**src/hdl/tsd_ram.sv**
```systemverilog
// ---------------------------------------------------------------------------
// tsd_ram: generic single-clock ram
// One write port, one read port, read data registered and held when idle.
// ---------------------------------------------------------------------------
module tsd_ram #(
  parameter int WIDTH = 8,
  parameter int DEPTH = 16,
  localparam int AW = (DEPTH > 1) ? $clog2(DEPTH) : 1
) (
  input  logic             clk,
  input  logic             we,
  input  logic [AW-1:0]    waddr,
  input  logic [WIDTH-1:0] wdata,
  input  logic             re,
  input  logic [AW-1:0]    raddr,
  output logic [WIDTH-1:0] rdata
);

  logic [WIDTH-1:0] mem [DEPTH];

  // write port
  always_ff @(posedge clk) begin
    if (we) begin
      mem[waddr] <= wdata;
    end
  end

  // registered read port
  always_ff @(posedge clk) begin
    if (re) begin
      rdata <= mem[raddr];
    end
  end

endmodule

```
**config.mk**
```make
export PLATFORM = sky130hd
export DESIGN_NAME = tsd_ram
export DESIGN_NICKNAME = d
export VERILOG_FILES = /design/src/hdl/tsd_ram.sv
export SDC_FILE = /design/constraint.sdc
export NUM_CORES = 1
export LEC_CHECK = 0
export BUFFER_PORTS_ARGS = -buffer_cell sky130_fd_sc_hd__clkbuf_2
export CAP_MARGIN = 20
export CORE_MARGIN = 4
export CORE_UTILIZATION = 36
export DETAILED_ROUTE_END_ITERATION = 10
export GPL_TIMING_DRIVEN = 0
export PLACE_DENSITY = 0.48
export SLEW_MARGIN = 10
export SYNTH_ARGS = -nofsm -noshare
export SYNTH_HDL_FRONTEND = slang
export SYNTH_SLANG_ARGS = --single-unit
```
**constraint.sdc**
```tcl
create_clock -name clk -period 2.6 [get_ports clk]
set_clock_uncertainty 0.1 [all_clocks]
set_input_delay 0.65 -clock clk [delete_from_list [all_inputs] [get_ports clk]]
set_output_delay 0.65 -clock clk [all_outputs]
set_load 0.005 [all_outputs]
```
==> results of run 1 <==
cells by family after synthesis:
| logic type | share of synthesized area (%) |
|---|---|
| compound gates | 2.30 |
| buf+inv | 1.65 |
| flops | 78.1 |
| mux | 14.8 |
| simple gates | 3.14 |
metal layers:
layer	routed length, µm	vias up	GRT usage [%]
met1	4700	1224	19.2
met3	540	8	4.40
met4	141	0	5.00
li1	-	1068	-
met2	5120	66	21.1
met5	0	-	0
placed cells by master, fill, tap and decap left out, types with 4 or more instances in the layout:
master | netlist | layout
mux4_2 | 18 | 18
clkbuf_1 | 0 | 4
edfxtp_1 | 136 | 136
clkbuf_16 | 0 | 17
mux4_1 | 14 | 14
clkbuf_2 | 0 | 25
a22oi_1 | 16 | 16
clkinv_1 | 0 | 7
nand2_1 | 9 | 9
nor2_1 | 13 | 13
through the flow:
step	std cells	cell area (µm²)
after floorplan	229	5230
after global placement	434	5580
after detailed placement	435	5600
after CTS	465	6080
after global routing	465	6080
final	465	6080
worst paths after layout:
| kind | slack [ns] | start | to | depth (start not counted) |
|---|---|---|---|---|
| setup / recovery | 0.55 | waddr[2] | mem[1][7] | 3 |
| hold / removal | 0.52 | re | rdata[2] | 1 |
| setup reg to reg | 0.90 | mem[5][0] | rdata[0] | 3 |
| hold reg to reg | 0.66 | mem[8][3] | rdata[3] | 3 |
layout make-up:
cell class                 instances  area [µm²]  area share (%)
multi-input combinational         83        1070            17.6
tap                              180         225            3.71
timing repair buffer              26         133            2.18
clock inverter                     9        36.3           0.597
buffer                            10        86.3            1.42
clock buffer                      21         440            7.25
sequential                       136        4080            67.2
power by group:
| group | total (mW) | leakage [nW] | internal, mW | switching, mW |
|---|---|---|---|---|
| registers | 2.48 | 1.24 | 2.47 | 0.0100 |
| clock network | 1.96 | 0.233 | 1.18 | 0.786 |
| logic | 0.235 | 0.531 | 0.0951 | 0.140 |
| total | 4.68 | 2.00 | 3.74 | 0.936 |
synthesized netlist by cell type (all sizes together):
master         count
edfxtp           136
mux4              32
a22oi             16
nor2              13
nand2              9
buf                7
nor3               4
clkdlybuf4s25      3
nand2b             2
nand3b             2
and2               1
and2b              1
nand3              1
nor2b              1
or3b               1
registers in the layout, summed over array words and instances, names as in the netlist:
signal,flops
rdata,8
mem,128
==> results.sh, run 1 <==
export IMPL_gp_congestion=0.720
export IMPL_die_h_um=129
export IMPL_cts_root_buffer="clkbuf_16"
export IMPL_crit_required_ns=2.53
export IMPL_fin_setup_tns_ns=0
export IMPL_peakVddDrop_uv=458
export IMPL_synth_fp_nets=248
export IMPL_leakage_nw=2.00
export IMPL_total_power_mw=4.68
export IMPL_setup_worst_path_class="input pin to flip-flop"
export IMPL_num_rows=43
export IMPL_area_growth_pct=16.3
export IMPL_seq_area_frac_synth_pct=78.1
export IMPL_min_path_type="input pin to flip-flop"
export IMPL_ys_warnings_count=0
export IMPL_critPathTopFamily="simple AND/OR/NAND/NOR gates"
export IMPL_crit_fanout=8
export IMPL_synth_ff_latch_count=136
export IMPL_arrival_ns=1.98
export IMPL_ys_types=18
export IMPL_crit_buf_inv=1
export IMPL_slowest_stage="nor2_1"
export IMPL_grt_pass1_wl_mm=15.9
export IMPL_outcome="completed"
export IMPL_path_cells="clkbuf_2 -> or3b_2 -> nor2_1"
export IMPL_holdBufCountCts=0
export IMPL_max_freq_mhz=489
export IMPL_overflow=0
export IMPL_clock_sinks=136
export IMPL_cp_slowest_stage_delay_ns=0.68
export IMPL_fp_dieArea_um2=16500
export IMPL_core_area_um2=14000
export IMPL_drive_gt1_share_pct=27.0
export IMPL_worst_pin_slew_ns=0.856
export IMPL_routed_via_density=5.09
export IMPL_synth_avg_cell_area_um2=22.8
export IMPL_routed_via_count=2366
export IMPL_grt_max_degree=17
export IMPL_wl_per_cell_um=22.6
export IMPL_antenna_found_initial=0
export IMPL_synthCells=229
export IMPL_die_w_um=129
export IMPL_cts_tree="built"
export IMPL_end_kind="flip-flop"
export IMPL_pin_count=27
export IMPL_clk_latency_ns=0.41
export IMPL_utilization_pct=43.3
export IMPL_first_global_vias=2509
export IMPL_totalWireLength_mm=10.5
export IMPL_fill_cells=1216
export IMPL_yosysTopAreaCell="edfxtp_1"
export IMPL_final_hold_violation_count=0
export IMPL_clk_pin_slew_ns=0.05
export IMPL_cts_buffer_depth=2
export IMPL_n_antenna_cell=0
export IMPL_setup_ws_ns=0.554
export IMPL_cellPowerDensity_nw_per_um2=770
export IMPL_route_detailed_drc=0
export IMPL_synth_area_top_cells="edfxtp_1 (78%), mux4_2 (7.8%), mux4_1 (7.0%), a22oi_1 (2.3%), nor2_1 (0.93%)"
export IMPL_start_util_pct=37.2
export IMPL_final_max_slew_viol_count=0
export IMPL_setup_violations=0
export IMPL_cts_buffers_inserted=17
export IMPL_track_usage_pct=13.9
export IMPL_place_ws_ns=0.116
export IMPL_timing_slew_headroom_pct=42.7
export IMPL_start_kind="input pin"
export IMPL_port_buffers=25
export IMPL_layout_min_cycle_time_ns=2.05
export IMPL_nets=293
export IMPL_ant_nets=0
export IMPL_post_cts_setup_buffer_count=0
export IMPL_hpwlAfterDp_mm=6.88
export IMPL_rsz0062_at_grt="false"
export IMPL_cts_repair_resized=0
export IMPL_drtPass1Iterations=4
export IMPL_synth_top_cell_area_share_pct=78.1
export IMPL_syn_area_um2=5230
export IMPL_layout_worst_path_cycle_share_pct=78.7
export IMPL_drt_iter0_drc=177
export IMPL_cap_violations=0
export IMPL_htree_levels=4
export IMPL_timing_hold_ws_ns=0.516
Note: power is estimated with default switching activity, not from simulation.
==> inputs of run 2 (changes only) <==
ABC_AREA = 1   (was default)
PLACE_DENSITY = 0.49   (was 0.48)
clock period = 1.75 ns   (was 2.6 ns; I/O delays follow)
==> results.sh, run 2 <==
export IMPL_synth_area_top_cells="edfxtp_1 (70%), nand2_1 (11%), nand3_1 (8.3%), inv_1 (6.4%), buf_6 (1.2%)"
export IMPL_synth_fp_nets=570
export IMPL_routed_via_count=3755
export IMPL_ys_types=11
export IMPL_worst_pin_slew_ns=1.00
export IMPL_arrival_ns=1.57
export IMPL_path_cells="clkbuf_2 -> nand3b_1 -> nor2_1"
export IMPL_synth_edf_count=136
export IMPL_cts_buffers_inserted=17
export IMPL_grtUsageMet2_pct=25.7
export IMPL_post_cts_setup_buffer_count=0
export IMPL_clk_latency_ns=0.42
export IMPL_timing_hold_ws_ns=0.264
export IMPL_crit_required_ns=1.69
export IMPL_htree_levels=4
export IMPL_yosysMostFrequentCell="nand2_1"
export IMPL_crit_fanout=8
export IMPL_grt_busiest_layer="met2"
export IMPL_fin_setup_tns_ns=0
export IMPL_pwr_share_seq_pct=47.0
export IMPL_start_kind="input pin"
export IMPL_overflow=0
export IMPL_slowest_stage="nor2_1"
export IMPL_critPathTopFamily="simple AND/OR/NAND/NOR gates"
export IMPL_synthCells=551
export IMPL_outcome="completed"
export IMPL_setup_violations=0
export IMPL_synth_avg_cell_area_um2=10.6
export IMPL_synth_ff_latch_count=136
export IMPL_async_flop_share_pct=0
export IMPL_wl_per_cell_um=18.1
export IMPL_routed_via_density=4.57
export IMPL_cellPowerDensity_nw_per_um2=1150
export IMPL_regMostFlops="mem"
export IMPL_synth_common_cells="nand2_1 (173), edfxtp_1 (136), inv_1 (100)"
export IMPL_hpwlAfterDp_mm=9.88
export IMPL_reg2reg_slack_ns=0.48
export IMPL_final_hold_violation_count=0
export IMPL_peakVddDrop_uv=689
export IMPL_drtPass1Iterations=5
export IMPL_layout_min_cycle_time_ns=1.63
export IMPL_nets=612
export IMPL_max_freq_mhz=612
export IMPL_n_antenna_cell=0
export IMPL_seq_area_frac_synth_pct=69.8
export IMPL_hp_start="re"
export IMPL_drt_iter0_drc=335
export IMPL_yosysTopAreaCell="edfxtp_1"
export IMPL_cts_root_buffer="clkbuf_16"
export IMPL_holdBufCountCts=0
export IMPL_power_net_switching_mw=1.68
export IMPL_start_util_pct=36.8
export IMPL_synth_top_cell_area_share_pct=69.8
export IMPL_cts_tree="built"
export IMPL_cap_violations=0
export IMPL_leakage_nw=2.92
export IMPL_clk_pin_slew_ns=0.05
export IMPL_synthFlopType="edfxtp_1"
export IMPL_drive_gt1_share_pct=12.5
export IMPL_gp_congestion=0.842
export IMPL_r2r_start="mem[13][3]"
export IMPL_met1_usage_pct=25.2
export IMPL_p_sw_share_pct=21.4
export IMPL_cts_repair_resized=0
export IMPL_antenna_found_initial=0
export IMPL_track_usage_pct=17.3
export IMPL_mostFrequentLayoutCell="nand2_1"
export IMPL_combPwrFrac_pct=6.1
export IMPL_die_w_um=135
export IMPL_cts_buffer_depth=2
export IMPL_rsz0062_at_grt="false"
export IMPL_core_area_um2=15900
export IMPL_p_int_mw=6.17
export IMPL_pin_count=27
export IMPL_first_global_vias=3710
export IMPL_port_buffers=23
export IMPL_area_growth_pct=17.0
export IMPL_ys_warnings_count=0
export IMPL_die_h_um=135
export IMPL_cp_slowest_stage_delay_ns=0.78
export IMPL_fp_dieArea_um2=18300
export IMPL_grt_pass1_wl_mm=22.8
export IMPL_timing_slew_headroom_pct=32.8
export IMPL_syn_area_um2=5850
export IMPL_clkPwrFrac_pct=47.0
export IMPL_largest_register_ffs=128
export IMPL_end_kind="flip-flop"
export IMPL_totalWireLength_mm=14.9
export IMPL_hold_end="rdata[4]"
export IMPL_clock_sinks=136
export IMPL_reg2reg_depth=6
export IMPL_final_max_slew_viol_count=0
export IMPL_setup_worst_path_class="input pin to flip-flop"
export IMPL_use_met3_pct=4.01
export IMPL_reg_top3="mem: 128 flops, rdata: 8 flops"
export IMPL_layout_common_cells="nand2_1 (173), edfxtp_1 (136), inv_1 (100)"
export IMPL_num_rows=46
export IMPL_grt_max_degree=17
export IMPL_route_detailed_drc=0
export IMPL_ant_nets=0
export IMPL_whs_path_depth=1
export IMPL_crit_buf_inv=1
export IMPL_r2r_end="rdata[3]"
export IMPL_layout_worst_path_cycle_share_pct=93.4
export IMPL_min_path_type="input pin to flip-flop"
## run 2: metrics by stage
step	instance area, µm²	instances	setup WS [ns]	util (%)	total power, mW
final	6840	822	0.116	43.1	7.86
after global routing	6840	822	0.0283	43.1	8.09
after CTS	6840	822	0.139	43.1	7.90
after detailed placement	6230	790	-0.302	39.2	4.24
after global placement	6230	790	-0.241	39.2	4.23
after floorplan	5850	551	0.262	-	4.01
## run 2: power groups by stage
stage / sequential, mW / combinational [mW] / clock, mW
final: 3.69 / 0.477 / 3.69
after global routing: 3.69 / 0.529 / 3.86
after CTS: 3.69 / 0.482 / 3.73
after detailed placement: 3.76 / 0.480 / 0
after global placement: 3.75 / 0.476 / 0
after floorplan: 3.76 / 0.257 / 0
## run 2: layout make-up
cell class | instances | area, µm²
well taps | 216 | 270
clock inverters | 14 | 181
repair buffers | 23 | 115
inverters | 102 | 383
clock buffers | 18 | 429
plain buffers | 24 | 166
flip-flops and latches | 136 | 4080
multi-input cells | 289 | 1210
fillers | 1570 | 9040
## run 2: routing by layer
layer | wire length [µm] | part of all wire, %
met5 | 0 | 0
met4 | 213 | 1.4
met3 | 750 | 5.0
met2 | 6670 | 45
met1 | 7270 | 49
## run 2: worst max-delay path by stage
| stage | from | endpoint | slack [ns] | depth (start not counted) |
|---|---|---|---|---|
| detailed placement | waddr[3] | mem[5][3] | -0.30 | 3 |
| finish | waddr[3] | mem[5][5] | 0.12 | 3 |
| floorplan | waddr[2] | mem[10][0] | 0.26 | 2 |
| global route | waddr[3] | mem[5][5] | 0.03 | 3 |
| global placement | waddr[3] | mem[4][4] | -0.24 | 3 |
| CTS | waddr[3] | mem[5][5] | 0.14 | 3 |
## run 2: kinds of logic after synthesis
logic type	share of synthesized area [%]
flops	69.8
buf+inv	9.39
simple gates	20.8
## run 2: worst register-to-register path, cell delays in order (launching register included)
cell and delay, ns:
edfxtp_1 0.36, inv_1 0.06, nand2_1 0.04, nand3_1 0.09, nand3_1 0.11, nand3_1 0.15, nand2_1 0.10
==> inputs of run 3 (changes only) <==
CORE_UTILIZATION = 35   (was 36)
PLACE_DENSITY = 0.48   (was 0.49)
==> results.sh, run 3 (same netlist as run 2, synthesis figures left out) <==
export IMPL_clkPwrFrac_pct=44.9
export IMPL_leakage_nw=2.90
export IMPL_start_kind="input pin"
export IMPL_whs_path_depth=1
export IMPL_combPwrFrac_pct=6.3
export IMPL_core_area_um2=16100
export IMPL_track_usage_pct=17.0
export IMPL_setup_ws_ns=0.100
export IMPL_cts_buffers_inserted=17
export IMPL_regMostFlops="mem"
export IMPL_first_global_vias=3705
export IMPL_place_inst=790
export IMPL_cts_tree="built"
export IMPL_crit_fanout=8
export IMPL_worst_pin_slew_ns=0.934
export IMPL_num_rows=46
export IMPL_layout_min_cycle_time_ns=1.65
export IMPL_place_ws_ns=-0.380
export IMPL_route_detailed_drc=0
export IMPL_crit_required_ns=1.69
export IMPL_cap_violations=0
export IMPL_setup_worst_path_class="input pin to flip-flop"
export IMPL_setup_violations=0
export IMPL_total_power_mw=7.55
export IMPL_clk_latency_ns=0.42
export IMPL_holdBufCountCts=0
export IMPL_max_freq_mhz=606
export IMPL_min_path_type="input pin to flip-flop"
export IMPL_overflow=0
export IMPL_routed_via_density=4.62
export IMPL_routed_via_count=3795
export IMPL_totalWireLength_mm=14.7
export IMPL_timing_slew_headroom_pct=37.5
export IMPL_area_growth_pct=16.3
export IMPL_placed_area_um2=6230
export IMPL_nets=612
export IMPL_port_buffers=23
export IMPL_wl_per_cell_um=17.9
export IMPL_die_w_um=137
export IMPL_design_area_um2=6800
export IMPL_fill_cells=1602
export IMPL_reg2reg_depth=6
export IMPL_die_h_um=137
export IMPL_p_sw_share_pct=22.2
export IMPL_end_kind="flip-flop"
export IMPL_cts_root_buffer="clkbuf_16"
export IMPL_drt_iter0_drc=366
export IMPL_final_max_slew_viol_count=0
export IMPL_power_net_switching_mw=1.67
export IMPL_layout_worst_path_cycle_share_pct=94.3
export IMPL_instances_no_fill=822
export IMPL_clk_pin_slew_ns=0.06
export IMPL_post_cts_setup_buffer_count=0
export IMPL_reg_top3="mem: 128 flops, rdata: 8 flops"
export IMPL_clock_sinks=136
export IMPL_mostFrequentLayoutCell="nand2_1"
export IMPL_cts_buffer_depth=2
export IMPL_rsz0062_at_grt="false"
export IMPL_drive_gt1_share_pct=13.0
export IMPL_peakVddDrop_uv=688
export IMPL_start_util_pct=36.3
export IMPL_fin_setup_tns_ns=0
export IMPL_outcome="completed"
export IMPL_drtPass1Iterations=5
export IMPL_n_antenna_cell=0
export IMPL_regArea_um2=4080
export IMPL_final_hold_violation_count=0
export IMPL_multi_input_area_um2=1220
export IMPL_p_int_mw=5.88
export IMPL_layout_common_cells="nand2_1 (173), edfxtp_1 (136), inv_1 (100)"
export IMPL_gp_congestion=0.872
export IMPL_cellPowerDensity_nw_per_um2=1110
export IMPL_pin_count=27
export IMPL_grt_max_degree=17
export IMPL_largest_register_ffs=128
export IMPL_grt_pass1_wl_mm=22.5
export IMPL_ant_nets=0
export IMPL_fp_dieArea_um2=18800
export IMPL_arrival_ns=1.59
export IMPL_antenna_found_initial=0
export IMPL_pwr_share_seq_pct=48.8
export IMPL_htree_levels=4
export IMPL_hpwlAfterDp_mm=9.83
run 3: layout make-up:
class | instances | share of cell area [%]
Clock buffer | 18 | 6.31
Timing Repair Buffer | 23 | 1.69
Buffer | 24 | 2.45
Tap cell | 216 | 3.98
Clock inverter | 14 | 1.97
Inverter | 102 | 5.63
Sequential cell | 136 | 60.1
Multi-Input combinational cell | 289 | 17.9
run 3: routing by layer:
layer,wire length (µm),up-vias,track usage [%]
li1,-,1871,-
met1,7020,1782,24.4
met2,6470,114,25.0
met3,836,28,3.83
met4,364,0,6.71
met5,0,-,0
run 3: path summary, 6_finish.rpt:
check,startpoint,to,slack [ns]
setup reg to reg,mem[8][5],rdata[5],0.46
hold / removal,re,rdata[4],0.25
setup / recovery,waddr[3],mem[4][3],0.10
hold reg to reg,mem[13][4],rdata[4],0.71
run 3: power by group through the flow:
stage / registers, mW / logic, mW / clock network, mW
final: 3.69 / 0.478 / 3.39
after global routing: 3.69 / 0.533 / 3.60
after CTS: 3.69 / 0.483 / 3.44
after detailed placement: 3.76 / 0.481 / 0
after global placement: 3.75 / 0.479 / 0
after floorplan: 3.76 / 0.257 / 0
run 3: timing repair:
item	CTS	global route
endpoints found under the setup margin	0	5
hold endpoints to repair	0	0
resized for setup	0	1
run 3: per-stage QoR:
stage          utilization, %  hold slack, ns
5_1_grt                  42.2           0.265
6_report                 42.2           0.253
3_5_place_dp             38.7           0.682
3_3_place_gp             38.7           0.683
2_1_floorplan               -           0.436
4_1_cts                  42.2           0.242
run 3: worst max-delay path, cell delays in order:
cell and delay [ns]:
clkbuf_2 0.10, nand3b_1 0.27, nor2_1 0.77
